File: src/rtl/core/bck_pkg.sv
// Shared widths, codes and helper functions for the two-cable bipod kinematics core.
// Used by bck_div_pipe, bck_sqrt_pipe and bipod_cable_kinematics_top.
package bck_pkg;

    localparam int VALUE_WIDTH    = 32;
    localparam int FRACTION_BITS  = 16;
    localparam int REG_WIDTH      = VALUE_WIDTH - 1;
    localparam int PROD_WIDTH     = 2 * VALUE_WIDTH;
    localparam int NUM_WIDTH      = 2 * VALUE_WIDTH;
    localparam int DEN_WIDTH      = VALUE_WIDTH;
    localparam int QUO_WIDTH      = VALUE_WIDTH + 1;
    localparam int DIV_LAT        = QUO_WIDTH + 1;
    localparam int XW             = VALUE_WIDTH + 2;
    localparam int SUM_WIDTH      = VALUE_WIDTH + 3;
    localparam int ROOT_WIDTH     = VALUE_WIDTH + 2;
    localparam int RAD_WIDTH      = 2 * ROOT_WIDTH;
    localparam int SQ_LAT         = ROOT_WIDTH + 1;
    localparam int CFG_IDX_WIDTH  = 3;
    localparam int DATA_WIDTH     = 2 * VALUE_WIDTH;

    localparam logic [REG_WIDTH-1:0] LENGTH_RESET = REG_WIDTH'(1000) << FRACTION_BITS;

    typedef enum logic [CFG_IDX_WIDTH-1:0] {
        CFG_ANCHOR_DISTANCE    = 3'd0,
        CFG_HOME_LENGTH_FIRST  = 3'd1,
        CFG_HOME_LENGTH_SECOND = 3'd2,
        CFG_REFERENCE_X        = 3'd3,
        CFG_REFERENCE_Y        = 3'd4
    } cfg_index_t;

    typedef enum logic {
        OP_FORWARD = 1'b0,
        OP_INVERSE = 1'b1
    } opcode_t;

    typedef enum logic [1:0] {
        STATUS_OK       = 2'd0,
        STATUS_UNREACH  = 2'd1,
        STATUS_HOME_BAD = 2'd2
    } status_t;

    function automatic logic [VALUE_WIDTH-1:0] sat_signed(input logic signed [SUM_WIDTH-1:0] v);
        logic signed [SUM_WIDTH-1:0] hi;
        logic signed [SUM_WIDTH-1:0] lo;
        hi = $signed(SUM_WIDTH'({1'b0, {(VALUE_WIDTH-1){1'b1}}}));
        lo = -hi - SUM_WIDTH'(1);
        if (v > hi) begin
            return hi[VALUE_WIDTH-1:0];
        end else if (v < lo) begin
            return lo[VALUE_WIDTH-1:0];
        end
        return v[VALUE_WIDTH-1:0];
    endfunction

    function automatic logic [VALUE_WIDTH-1:0] sat_root(input logic [ROOT_WIDTH:0] r);
        logic [ROOT_WIDTH:0] hi;
        hi = (ROOT_WIDTH+1)'({(VALUE_WIDTH-1){1'b1}});
        if (r > hi) begin
            return hi[VALUE_WIDTH-1:0];
        end
        return r[VALUE_WIDTH-1:0];
    endfunction

endpackage

File: src/rtl/core/bck_sqrt_pipe.sv
// Pipelined digit-by-digit square root, one root bit per stage, rounded to nearest.
// Depends on bck_pkg for widths.
module bck_sqrt_pipe (
    input  logic                           aclk,
    input  logic                           en,
    input  logic [bck_pkg::RAD_WIDTH-1:0]  rad,
    output logic [bck_pkg::ROOT_WIDTH:0]   root
);
    localparam int RW = bck_pkg::ROOT_WIDTH;
    localparam int AW = bck_pkg::RAD_WIDTH;

    logic [RW:0]   rem_reg   [RW];
    logic [RW:0]   rem_next  [RW];
    logic [RW-1:0] root_reg  [RW];
    logic [RW-1:0] root_next [RW];
    logic [AW-1:0] bits_reg  [RW];
    logic [AW-1:0] bits_next [RW];
    logic [RW+2:0] shifted   [RW];
    logic [RW+2:0] trial     [RW];
    logic [RW:0]   rem_prev  [RW];
    logic [RW-1:0] root_prev [RW];
    logic [AW-1:0] bits_prev [RW];
    logic [RW:0]   round_reg;

    always_comb begin
        for (int k = 0; k < RW; k++) begin
            if (k == 0) begin
                rem_prev[k]  = '0;
                root_prev[k] = '0;
                bits_prev[k] = rad;
            end else begin
                rem_prev[k]  = rem_reg[k-1];
                root_prev[k] = root_reg[k-1];
                bits_prev[k] = bits_reg[k-1];
            end
            shifted[k]   = {rem_prev[k], bits_prev[k][AW-1:AW-2]};
            trial[k]     = (RW+3)'({root_prev[k], 2'b01});
            bits_next[k] = {bits_prev[k][AW-3:0], 2'b00};
            if (shifted[k] >= trial[k]) begin
                rem_next[k]  = (RW+1)'(shifted[k] - trial[k]);
                root_next[k] = {root_prev[k][RW-2:0], 1'b1};
            end else begin
                rem_next[k]  = shifted[k][RW:0];
                root_next[k] = {root_prev[k][RW-2:0], 1'b0};
            end
        end
    end

    always_ff @(posedge aclk) begin
        if (en) begin
            for (int k = 0; k < RW; k++) begin
                rem_reg[k]  <= rem_next[k];
                root_reg[k] <= root_next[k];
                bits_reg[k] <= bits_next[k];
            end
            round_reg <= {1'b0, root_reg[RW-1]}
                       + (RW+1)'(rem_reg[RW-1] > {1'b0, root_reg[RW-1]});
        end
    end

    assign root = round_reg;

endmodule

File: config.mk
export PLATFORM = sky130hd
export DESIGN_NAME = bck_sqrt_pipe
export DESIGN_NICKNAME = d
export VERILOG_FILES = /design/src/rtl/core/bck_pkg.sv /design/src/rtl/core/bck_sqrt_pipe.sv
export SDC_FILE = /design/constraint.sdc
export NUM_CORES = 2
export LEC_CHECK = 0
export BUFFER_PORTS_ARGS = -buffer_cell sky130_fd_sc_hd__buf_2
export CORE_MARGIN = 2
export CORE_UTILIZATION = 69
export DETAILED_ROUTE_END_ITERATION = 16
export PLACE_DENSITY = 0.83
export REMOVE_ABC_BUFFERS = 1
export SYNTH_ARGS = -nofsm -noshare
export SYNTH_HDL_FRONTEND = slang
export SYNTH_MEMORY_MAX_BITS = 65536
export SYNTH_SLANG_ARGS = --single-unit
File: constraint.sdc
create_clock -name aclk -period 9.2 [get_ports aclk]
set_input_delay 0.46 -clock aclk [delete_from_list [all_inputs] [get_ports aclk]]
set_output_delay 0.46 -clock aclk [all_outputs]
set_load 0.02 [all_outputs]
==> flow_summary.ini <==
[power_and_ir_drop]
internal_power_mw = 27.3
power_frac_seq_pct = 46.4
power_density_nw_per_um2 = 260
p_switching_mw = 11.5
sw_frac_of_total_pct = 29.7
p_clk_share_pct = 31.2
p_leak_nw = 57.3
vdd_drop_max_v = 0.000233
p_comb_share_pct = 22.4

[clocking]
cts_sinks = 2889
clk_latency_ns = 0.97
cts_tree = built
htree_levels = 5
post_cts_resize_count = 0
tritoncts.num_buffers = 308
clockRootBuffer = clkbuf_16
clkTransAtPathRegs_ns = 0.07
post_cts.repair.setup_buffers = 0
cts_buffer_depth = 4

[final_layout]
layout-drive-gt1-share_pct = 6.96
syn2layout_area_growth_pct = 10.4
fin_util_pct = 76.7
largest_reg_flops = 1137
nets = 11700

[grt]
overflow = 0
grtUsageTotal_pct = 31.7
grt_pass1_vias = 85200
grt_max_degree = 191
grt_first_pass_wirelength_mm = 490
grt_antenna_before_repair = 6

[setup_path]
crit_buf_inv = 3
crit_path_start_kind = register
cp_max_fo = 24
required_ns = 9.86
crit_path_end_kind = register
critPathTopFamily = simple AND/OR/NAND/NOR gates
worstSetupPathType = register to register
slowest_stage = nor3_1
slowest_delay_ns = 0.59
crit_chain = inv_1 -> ha_1 -> nand4_1 -> nor3_1 -> o2111ai_1 -> o21ai_0 -> nor3_2 -> buf_4 -> inv_2 -> nand3_1 -> nor2_1 -> nor4b_1 -> xor2_1
worst_ep_arrival_time_ns = 5.68

[floorplan]
initial_core_util_pct = 69.5
dieArea_um2 = 200000
die_x_um = 447
core_um2 = 195000
io_pins = 105
rows = 162
dieHeight_um = 447

[timing]
tns_ns = 0
max_freq_mhz = 199
fin_crit_sh_pct = 54.5
slew_headroom_pct = 14.3
report.final.setup_viol = 0
drv_slew = 0
fin_crit_ns = 5.02
tightest_slew_ns = 1.29
hold_violations = 0
rsz0062_at_grt = no
finalClockSkew_ns = 0.0927

[routing]
route.detailed.vias_per_inst = 6.39
antenna_left = 0
drtPass1Iterations = 10
wirelength_mm = 320
vias = 88100
drt_iter0_markers = 11600
drc = 0
wire_per_inst_um = 23.3

[synth]
yosys.area.top_type_share_pct = 63.9
synth_warnings = 0
netlist_instances = 10600
synth_edf_count = 2889
synth_area_leaders = edfxtp_1, ha_1, xnor2_1, xor2_1, a21oi_1
synth-seq-cells = 2889
ys.flop_type = edfxtp_1
async_reset_ff_share_pct = 0
synth_cell_types = 89
avgSynthCellArea_um2 = 12.8
seq_area_frac_synth_pct = 63.9
yosys.area.top_type = edfxtp_1
syn_area_um2 = 136000

[worst_hold_path]
hold_class = input pin to register

[placed_design]
gp_congestion = 0.960
io_buffers = 104
hpwl_mm = 205

[run_status]
status = completed

[flow_run]
cap_viol_max_count = 0
## final cells by class
| cell class | count | area [um^2] |
|---|---|---|
| Timing Repair Buffer | 231 | 1800 |
| Tap cell | 2624 | 3280 |
| Clock inverter | 180 | 1620 |
| Clock buffer | 353 | 7980 |
| Antenna cell | 4 | 10.0 |
| Multi-Input combinational cell | 6684 | 45300 |
| Fill cell | 11300 | 45500 |
| Sequential cell | 2889 | 86800 |
| Inverter | 808 | 3030 |
## synthesized netlist by cell type (75+ instances only)
library cell	instances
a21o_1	252
nor4_1	120
mux2_2	92
clkbuf_1	176
o21ai_0	609
nor2_1	649
nand2b_1	162
nand2_1	765
xor2_1	473
a21oi_1	642
o21a_1	106
xnor2_1	522
nor3_1	276
inv_1	807
or3_1	94
nand3_1	144
nand4_1	118
a31oi_1	75
ha_1	669
edfxtp_1	2889
nor2b_1	106
## final timing paths
kind / from / slack [ns] / endpoint / cells after the start
min: en / 0.04 / bits_reg[1][28] / 1
max reg2reg: root_reg[13][3] / 4.18 / rem_reg[14][34] / 13
min reg2reg: bits_reg[20][49] / 0.40 / bits_reg[21][51] / 0
max: root_reg[13][3] / 4.18 / rem_reg[14][34] / 13
## logic make-up (layout without fill, tap and decap cells)
logic type | after synthesis | in the layout | share of synthesized area [%]
flops | 2889 | 2889 | 63.9
simple gates | 2782 | 2782 | 10.2
compound gates | 2128 | 2128 | 9.62
buf+inv | 1006 | 1572 | 2.80
xor+xnor | 995 | 995 | 6.42
fa+ha+maj | 669 | 669 | 6.17
mux | 109 | 109 | 0.889
other cells | 1 | 5 | 0.00276
## layout by cell type, fill, tap and decap left out, types with 51 or more instances in the layout
cell type | Yosys | routed
edfxtp_1 | 2889 | 2889
inv_1 | 807 | 807
nand2_1 | 765 | 765
ha_1 | 669 | 669
nor2_1 | 649 | 649
a21oi_1 | 642 | 640
o21ai_0 | 609 | 609
xnor2_1 | 522 | 522
xor2_1 | 473 | 473
clkbuf_16 | 0 | 313
nor3_1 | 276 | 276
a21o_1 | 252 | 252
nand2b_1 | 162 | 162
nand3_1 | 144 | 144
nand4_1 | 118 | 118
nor4_1 | 120 | 118
nor2b_1 | 106 | 106
o21a_1 | 106 | 106
buf_2 | 6 | 103
or3_1 | 94 | 94
mux2_2 | 92 | 92
a31oi_1 | 75 | 72
dlygate4sd3_1 | 0 | 69
clkinv_1 | 0 | 68
or4_1 | 67 | 67
and3_1 | 67 | 67
o21bai_1 | 60 | 60
a211oi_1 | 57 | 57
o31ai_1 | 56 | 54
clkinv_2 | 0 | 51
## through the flow
step | total power, mW | hold slack, ns | setup slack, ns | instances | cell area (um^2)
floorplan | 24.0 | 0.400 | 2.68 | 10400 | 135000
detailed placement | 26.6 | 0.405 | 4.46 | 13200 | 139000
global route | 40.5 | 0.0738 | 4.11 | 13800 | 150000
global placement | 26.4 | 0.400 | 4.53 | 13200 | 139000
finish | 38.9 | 0.0393 | 4.18 | 13800 | 150000
CTS | 38.8 | 0.0589 | 4.37 | 13800 | 150000
## power by group through the flow
stage,clock (mW),combinational [mW],sequential [mW]
after floorplan,0,6.27,17.7
after global placement,0,8.17,18.2
after detailed placement,0,8.37,18.2
after CTS,12.2,8.54,18.0
after global routing,12.7,9.58,18.2
final,12.1,8.73,18.0
## worst reg2reg max path, stage by stage, from the launching register on
cell       delay (ns)
edfxtp_1         0.51
inv_1            0.14
ha_1             0.51
nand4_1          0.32
nor3_1           0.59
o2111ai_1        0.29
o21ai_0          0.55
nor3_2           0.07
buf_4            0.25
inv_2            0.22
nand3_1          0.40
nor2_1           0.37
nor4b_1          0.38
xor2_1           0.11
## metal layers
metal | part of all wire, % | global-route usage (%) | up-vias | routed length, um
met5 | 0.0091 | 0 | - | 29
met4 | 4.6 | 13.1 | 4 | 14900
met3 | 8.7 | 6.06 | 1164 | 27900
met2 | 47 | 51.0 | 4811 | 151000
met1 | 40 | 42.8 | 42300 | 127000
li1 | - | - | 39800 | -
## repair_timing
item	in CTS	in global routing
hold endpoints to repair	69	0
hold buffers	69	0
setup endpoints to repair	0	0
(Power assumes the default switching activity.)
